`src/design/spq_pkg.sv`:
```
// package for the sorted priority queue
// shared widths, operation and status codes, the cell command type
// no dependencies
package spq_pkg;

  localparam int DATA_W       = 32;
  localparam int OP_W         = 2;
  localparam int STATUS_W     = 2;
  localparam int OCC_W        = 5;
  localparam int DEF_CAPACITY = 16;

  typedef logic [OP_W-1:0]            op_t;
  typedef logic [STATUS_W-1:0]        status_t;
  typedef logic [OCC_W-1:0]           occ_t;
  typedef logic signed [DATA_W-1:0]   data_t;

  localparam op_t OP_INSERT = op_t'(0);
  localparam op_t OP_PEEK   = op_t'(1);
  localparam op_t OP_DELETE = op_t'(2);

  localparam status_t ST_OK    = status_t'(0);
  localparam status_t ST_EMPTY = status_t'(1);
  localparam status_t ST_FULL  = status_t'(2);

  // broadcast to every cell in the chain
  typedef struct packed {
    logic  ins;
    logic  del;
    data_t value;
    data_t prio;
  } spq_cmd_t;

  // one result beat
  typedef struct packed {
    data_t   result_value;
    status_t status;
    occ_t    occupancy;
  } spq_res_t;

endpackage

```
`src/design/spq_if.sv`:
```
// valid/ready channel interfaces for operation and result beats
// depends on spq_pkg
interface spq_in_if;
  logic                 valid;
  logic                 ready;
  spq_pkg::op_t         operation;
  spq_pkg::data_t       value;
  spq_pkg::data_t       priority_req;

  modport source (output valid, output operation, output value, output priority_req,
                  input ready);
  modport sink   (input valid, input operation, input value, input priority_req,
                  output ready);
endinterface

interface spq_out_if;
  logic                 valid;
  logic                 ready;
  spq_pkg::data_t       result_value;
  spq_pkg::status_t     status;
  spq_pkg::occ_t        occupancy;

  modport source (output valid, output result_value, output status, output occupancy,
                  input ready);
  modport sink   (input valid, input result_value, input status, input occupancy,
                  output ready);
endinterface

```
`src/design/spq_cell.sv`:
```
// one slot of the sorted chain: holds value and priority, shifts with neighbors
// depends on spq_pkg
module spq_cell (
  input  logic              clk,
  input  spq_pkg::spq_cmd_t cmd,
  input  logic              occupied,
  input  logic              left_gt,
  input  spq_pkg::data_t    left_val,
  input  spq_pkg::data_t    left_pri,
  input  spq_pkg::data_t    right_val,
  input  spq_pkg::data_t    right_pri,
  output logic              gt,
  output spq_pkg::data_t    val,
  output spq_pkg::data_t    pri
);
  import spq_pkg::*;

  data_t val_r, val_nxt;
  data_t pri_r, pri_nxt;

  // stays put on insert while it outranks the new entry
  assign gt  = occupied && (pri_r > cmd.prio);
  assign val = val_r;
  assign pri = pri_r;

  always_comb begin
    val_nxt = val_r;
    pri_nxt = pri_r;
    if (cmd.ins) begin
      if (!gt) begin
        if (left_gt) begin
          val_nxt = cmd.value;
          pri_nxt = cmd.prio;
        end else begin
          val_nxt = left_val;
          pri_nxt = left_pri;
        end
      end
    end else if (cmd.del) begin
      val_nxt = right_val;
      pri_nxt = right_pri;
    end
  end

  always_ff @(posedge clk) begin
    val_r <= val_nxt;
    pri_r <= pri_nxt;
  end

endmodule

```
`src/design/sorted_priority_queue.sv`:
```
// top level of the sorted priority queue: a chain of spq_cell slots
// depends on spq_pkg, spq_if, spq_cell
//
//   channel  dir  handshake        payload
//   in_ch    in   valid / ready    operation, value, priority_req
//   out_ch   out  valid / ready    result_value, status, occupancy
//
// every operation compares the new entry against all slots in parallel, and each
// slot keeps its entry, takes the new entry, or loads its left or right neighbor
// one result beat per operation beat, held in an output register
// a new beat is taken while the result register is empty or being drained
// rst_n (synchronous) clears the fill count and the result valid, slot data
// stays as it is and is never read above the fill count
module sorted_priority_queue #(
  parameter int CAPACITY = spq_pkg::DEF_CAPACITY
) (
  input logic       clk,
  input logic       rst_n,
  spq_in_if.sink    in_ch,
  spq_out_if.source out_ch
);
  import spq_pkg::*;

  localparam int CNT_W = $clog2(CAPACITY + 1);

  logic [CNT_W-1:0] count_r, count_nxt;
  logic             out_valid_r;
  spq_res_t         res_r, res_nxt;
  spq_cmd_t         cmd;
  logic             in_fire;
  logic             is_empty, is_full;

  data_t               cell_val [CAPACITY];
  data_t               cell_pri [CAPACITY];
  logic [CAPACITY-1:0] cell_gt;

  assign in_ch.ready = !out_valid_r || out_ch.ready;
  assign in_fire     = in_ch.valid && in_ch.ready;
  assign is_empty    = (count_r == '0);
  assign is_full     = (count_r == CNT_W'(CAPACITY));

  // decode the beat: cell command, next fill count, result
  always_comb begin
    cmd.ins              = 1'b0;
    cmd.del              = 1'b0;
    cmd.value            = in_ch.value;
    cmd.prio             = in_ch.priority_req;
    count_nxt            = count_r;
    res_nxt.result_value = '0;
    res_nxt.status       = ST_OK;
    case (in_ch.operation)
      OP_INSERT: begin
        if (is_full) begin
          res_nxt.status = ST_FULL;
        end else begin
          cmd.ins   = in_fire;
          count_nxt = count_r + CNT_W'(1);
        end
      end
      OP_PEEK: begin
        if (is_empty) begin
          res_nxt.status = ST_EMPTY;
        end else begin
          res_nxt.result_value = cell_val[0];
        end
      end
      OP_DELETE: begin
        if (is_empty) begin
          res_nxt.status = ST_EMPTY;
        end else begin
          cmd.del              = in_fire;
          res_nxt.result_value = cell_val[0];
          count_nxt            = count_r - CNT_W'(1);
        end
      end
      default: begin
        // unused code: no change, ok status
      end
    endcase
    res_nxt.occupancy = OCC_W'(count_nxt);
  end

  // the chain, head at slot 0
  for (genvar g = 0; g < CAPACITY; g++) begin : g_cell
    logic  lgt;
    data_t lval, lpri, rval, rpri;

    if (g == 0) begin : g_head
      // the head takes the new entry unless it outranks it
      assign lgt  = 1'b1;
      assign lval = cmd.value;
      assign lpri = cmd.prio;
    end else begin : g_mid
      assign lgt  = cell_gt[g-1];
      assign lval = cell_val[g-1];
      assign lpri = cell_pri[g-1];
    end

    if (g == CAPACITY - 1) begin : g_tail
      assign rval = cell_val[g];
      assign rpri = cell_pri[g];
    end else begin : g_body
      assign rval = cell_val[g+1];
      assign rpri = cell_pri[g+1];
    end

    spq_cell u_cell (
      .clk       (clk),
      .cmd       (cmd),
      .occupied  (count_r > CNT_W'(g)),
      .left_gt   (lgt),
      .left_val  (lval),
      .left_pri  (lpri),
      .right_val (rval),
      .right_pri (rpri),
      .gt        (cell_gt[g]),
      .val       (cell_val[g]),
      .pri       (cell_pri[g])
    );
  end

  always_ff @(posedge clk) begin
    if (!rst_n) begin
      count_r     <= '0;
      out_valid_r <= 1'b0;
    end else begin
      if (in_fire) begin
        count_r     <= count_nxt;
        out_valid_r <= 1'b1;
      end else if (out_ch.ready) begin
        out_valid_r <= 1'b0;
      end
    end
  end

  // result payload, no reset
  always_ff @(posedge clk) begin
    if (in_fire) begin
      res_r <= res_nxt;
    end
  end

  assign out_ch.valid        = out_valid_r;
  assign out_ch.result_value = res_r.result_value;
  assign out_ch.status       = res_r.status;
  assign out_ch.occupancy    = res_r.occupancy;

  // fill count never passes the capacity
  assert property (@(posedge clk) disable iff (!rst_n)
    count_r <= CNT_W'(CAPACITY))
    else $error("fill count above capacity");

  // a taken insert into a queue with room grows it by one
  assert property (@(posedge clk) disable iff (!rst_n)
    (in_fire && in_ch.operation == OP_INSERT && !is_full)
      |=> count_r == $past(count_r) + CNT_W'(1))
    else $error("insert did not grow the queue");

  // a taken delete returns the old head
  assert property (@(posedge clk) disable iff (!rst_n)
    (in_fire && in_ch.operation == OP_DELETE && !is_empty)
      |=> (res_r.result_value == $past(cell_val[0]) && res_r.status == ST_OK))
    else $error("delete returned a value other than the head");

  // a dropped insert is only reported for a full queue
  assert property (@(posedge clk) disable iff (!rst_n)
    (out_valid_r && res_r.status == ST_FULL) |-> is_full)
    else $error("full status with room left");

  // occupied slots stay in descending priority order
  for (genvar a = 0; a < CAPACITY - 1; a++) begin : g_order_chk
    assert property (@(posedge clk) disable iff (!rst_n)
      (count_r > CNT_W'(a + 1)) |-> (cell_pri[a] >= cell_pri[a+1]))
      else $error("chain out of priority order");
  end

endmodule

```
`src/flat_wrapper.sv`:
```
// flat-port wrapper written by rule: the top's interface ports become plain ports
module sorted_priority_queue_flat import spq_pkg::*;
#(
  parameter int CAPACITY = spq_pkg::DEF_CAPACITY
)
  (clk, rst_n, in_ch_valid, in_ch_operation, in_ch_value, in_ch_priority_req, in_ch_ready, out_ch_valid, out_ch_result_value, out_ch_status, out_ch_occupancy, out_ch_ready);
  spq_in_if in_ch_i ();
  spq_out_if out_ch_i ();
  input logic clk;
  input logic rst_n;
  input wire logic [$bits(in_ch_i.valid)-1:0] in_ch_valid;
  input wire logic [$bits(in_ch_i.operation)-1:0] in_ch_operation;
  input wire logic [$bits(in_ch_i.value)-1:0] in_ch_value;
  input wire logic [$bits(in_ch_i.priority_req)-1:0] in_ch_priority_req;
  output wire logic [$bits(in_ch_i.ready)-1:0] in_ch_ready;
  output wire logic [$bits(out_ch_i.valid)-1:0] out_ch_valid;
  output wire logic [$bits(out_ch_i.result_value)-1:0] out_ch_result_value;
  output wire logic [$bits(out_ch_i.status)-1:0] out_ch_status;
  output wire logic [$bits(out_ch_i.occupancy)-1:0] out_ch_occupancy;
  input wire logic [$bits(out_ch_i.ready)-1:0] out_ch_ready;
  assign in_ch_i.valid = in_ch_valid;
  assign in_ch_i.operation = in_ch_operation;
  assign in_ch_i.value = in_ch_value;
  assign in_ch_i.priority_req = in_ch_priority_req;
  assign in_ch_ready = in_ch_i.ready;
  assign out_ch_valid = out_ch_i.valid;
  assign out_ch_result_value = out_ch_i.result_value;
  assign out_ch_status = out_ch_i.status;
  assign out_ch_occupancy = out_ch_i.occupancy;
  assign out_ch_i.ready = out_ch_ready;
  sorted_priority_queue #(.CAPACITY(CAPACITY)) u_core (.clk(clk), .rst_n(rst_n), .in_ch(in_ch_i), .out_ch(out_ch_i));
endmodule
```
`config.mk`:
```
export PLATFORM = sky130hd
export DESIGN_NAME = sorted_priority_queue_flat
export DESIGN_NICKNAME = d
export VERILOG_FILES = /design/src/design/spq_pkg.sv /design/src/design/spq_if.sv /design/src/design/spq_cell.sv /design/src/design/sorted_priority_queue.sv /design/src/flat_wrapper.sv
export SDC_FILE = /design/constraint.sdc
export NUM_CORES = 2
export LEC_CHECK = 0
export BUFFER_PORTS_ARGS = -buffer_cell sky130_fd_sc_hd__buf_2
export CAP_MARGIN = 15
export CORE_UTILIZATION = 25
export DETAILED_ROUTE_END_ITERATION = 7
export PLACE_DENSITY = 0.49
export SLEW_MARGIN = 20
export SYNTH_ARGS = -nofsm -noshare
export SYNTH_HDL_FRONTEND = slang
export SYNTH_SLANG_ARGS = --single-unit
```
`constraint.sdc`:
```
create_clock -name clk -period 23.4 [get_ports clk]
set_input_delay 3.51 -clock clk [delete_from_list [all_inputs] [get_ports clk]]
set_output_delay 3.51 -clock clk [all_outputs]
set_load 0.01 [all_outputs]
```
==> results.yml <==
status:
  status: "finished with violations"
  violations: "DRC"
die:
  die_w_um: 519
  num_rows: 189
  die_area_mm2: 0.269
  io_pins: 111
  core_mm2: 0.266
  initial_utilization: 0.252
  fp.dieH_um: 519
sta:
  worst_slack_ps: 14720
  rsz0062_at_grt: "no"
  fin_crit_sh: 0.371
  clock.fmax_ghz: 0.115
  hold_violations: 0
  period_needed_ps: 8680
  timing.slew.headroom: 0.149
  finalMaxSlewViolations: 0
  worst_slew_pin_slew_ps: 1260
  fin_setup_tns_ps: 0
  setup_viol: 0
  skew_ps: 51.2
power_and_ir_drop:
  p_leak_uw: 0.0270
  irDropWorstVdd_mv: 0.0799
  power_density_mw_per_mm2: 71.0
placement:
  dp_slack_ps: 14190
  port_buffers: 110
  dp.final_hpwl_mm: 203
  routabilityCongestion: 1.01
yosys:
  yosysMostFrequentCell: "edfxtp_1"
  post-synth-top-area-cell: "edfxtp_1"
  yosys-top-cells-count: "edfxtp_1, nand2_1, a21oi_1, ha_1, clkbuf_1"
  postSynthCellCount: 6581
  synth_edf_count: 1063
  ys.flop_type: "edfxtp_1"
  synth_top_area_share: 0.478
  ys_warn_count: 0
  synth-seq-cells: 1069
  ys_seq_area_frac: 0.479
  synthArstFlopShare: 0
  ys_types: 75
  synthTopCellsByArea: "edfxtp_1, ha_1, o211ai_1"
  synth_nets: 7171
  syn_avg_cell_area_um2: 10.2
  netlist_area_mm2: 0.0668
min_path:
  min_from: "u_core.out_ch.valid"
  worst_hold_path.num_cells: 2
  worstHoldPathType: "reg -> reg"
  hold_end: "u_core.out_ch.valid"
grt:
  grt.overflow.total: 0
  grt_pass1_wl_mm: 465
  grtUsageMet2: 0.359
  grt_use_met3: 0.0591
  antenna_found_initial: 37
  top_usage_layer: "met2"
  grt_pass1_vias: 59949
  met1_usage: 0.319
  grtUsageTotal: 0.239
  grt_max_degree: 197
detailed_routing:
  first_iter_violations: 9218
  drc: 8
  viasPerCell: 6.27
  final_antenna_net_count: 0
  drt-total-wl_mm: 335
  routedWlPerCell_um: 33.5
  vias: 62733
  drtPass1Iterations: 8
setup_path:
  cp-start-kind: "primary input"
  worstPathArrival_ps: 9120
  r2r_slack_ps: 17650
  cp.required_ps: 23840
  crit_chain: "buf_2, inv_1, ha_1, a21oi_1, o21ai_0, a221oi_1, nor3_1, o311ai_4, buf_4, nand3_1, nand2_4, buf_4"
  crit_fanout: 35
  cpMostUsedCell: "buf_4"
  max_stage_delay_ps: 970
  worstSetupEndpointType: "flip-flop"
  rr_worst_depth: 10
  crit_type: "in -> reg"
  cpMaxStageDelayCell: "o311ai_4"
  rr_endpoint: "u_core.g_cell[7].u_cell.val[13]"
  r2r_start: "u_core.g_cell[7].u_cell.pri[12]"
clock_tree:
  clk_latency_ps: 830
  clk_pin_slew_ps: 60
  cts.repair.resized: 0
  cts_tree: "built"
  post-cts-setup-buffers: 0
  cts_buffer_depth: 3
  cts-root-buf: "clkbuf_16"
  clock-sinks: 1069
  cts_buffers: 131
  cts_hold_buf: 0
  htreeDepth: 4
finish:
  nFillCells: 27613
  finalNetCount: 6950
  layout-drive-gt1-share: 0.0895
  area_growth_pct: 12.7
flow_run:
  cap_viol_max_count: 0
## registers in the layout, indices dropped and copies added, names as in the netlist
register / flops
u_core.count_r: 5
u_core.g_cell.u_cell.pri: 512
u_core.g_cell.u_cell.val: 512
u_core.out_ch.occupancy: 5
u_core.out_ch.result_value: 32
u_core.out_ch.status: 2
u_core.out_ch.valid: 1
## cell type report
cell class              instances  area (um^2)  share of cell area
clock buffers                 160         3400              0.0451
repair buffers                259         1790              0.0238
flip-flops and latches       1069        32000               0.425
clock inverters                74          805              0.0107
diodes                          9         22.5            0.000299
well taps                    3533         4420              0.0587
multi-input cells            4818        32600               0.432
inverters                      81          309             0.00410
## through the flow
step / utilization / cell area [um^2] / total power, uW / hold slack, ps / cells
floorplan: - / 66800 / 2840 / 512 / 6581
global placement: 0.267 / 71000 / 3240 / 510 / 9755
detailed placement: 0.268 / 71000 / 3260 / 529 / 9757
CTS: 0.283 / 75200 / 5320 / 537 / 9991
global route: 0.284 / 75300 / 5470 / 567 / 9996
finish: 0.284 / 75300 / 5350 / 534 / 10003
## layout by cell type (no fill, tap or decap), types with 16 or more instances in the layout
master     instances
a21o_1            65
a21oi_1          539
a221o_1          331
a31oi_1          263
a41oi_1           65
and3_1           232
and4_1            55
buf_2            110
buf_4            138
clkbuf_1          28
clkbuf_16        131
clkinv_1          31
clkinv_2          16
edfxtp_1        1063
ha_1             520
inv_1             79
mux2_2            64
nand2_1          872
nand3_1          235
nand4_1          212
nor2_1           317
nor2b_1           23
nor4_1            18
o211ai_1         463
o21a_1            20
o21ai_0          251
o31ai_1           70
## power breakdown
| group | switching (uW) | internal [uW] |
|---|---|---|
| Sequential | 89.9 | 2250 |
| Combinational | 680 | 239 |
| Clock | 951 | 1140 |
## layer usage
layer | up-vias | share of wire
met1 | 31503 | 0.40
met4 | 14 | 0.052
met2 | 4732 | 0.43
met3 | 906 | 0.12
met5 | - | 0.00027
li1 | 25578 | -
## worst max-delay path by stage
stage	cells after the start	slack (ps)	to	start
CTS	12	15040	u_core.g_cell[6].u_cell.val[15]	in_ch_priority_req[7]
detailed placement	12	14190	u_core.g_cell[6].u_cell.val[16]	in_ch_priority_req[7]
global route	12	14780	u_core.g_cell[7].u_cell.val[16]	in_ch_priority_req[13]
finish	12	14720	u_core.g_cell[6].u_cell.val[15]	in_ch_priority_req[7]
floorplan	10	12450	u_core.g_cell[10].u_cell.pri[0]	in_ch_priority_req[17]
global placement	11	13760	u_core.g_cell[0].u_cell.val[11]	in_ch_priority_req[7]
## cell families (layout without fill, tap and decap cells)
logic type,after synthesis,after routing,synth area share
AOI/OAI and AO/OA,2181,2181,0.225
and+or+nand+nor,2050,2050,0.145
DFF,1069,1069,0.479
buffers and inverters,694,574,0.0415
adders and majority gates,520,520,0.0973
muxes,66,66,0.0111
xor gates and xnor gates,1,1,0.000131
other,0,9,0
## worst max-delay path: cells and delay by family
kind                       cells  cell delay (ps)
adders and majority gates      1              390
and+or+nand+nor                3              980
AOI/OAI and AO/OA              4             2060
buffers and inverters          4             2070
(Power assumes the default switching activity.)
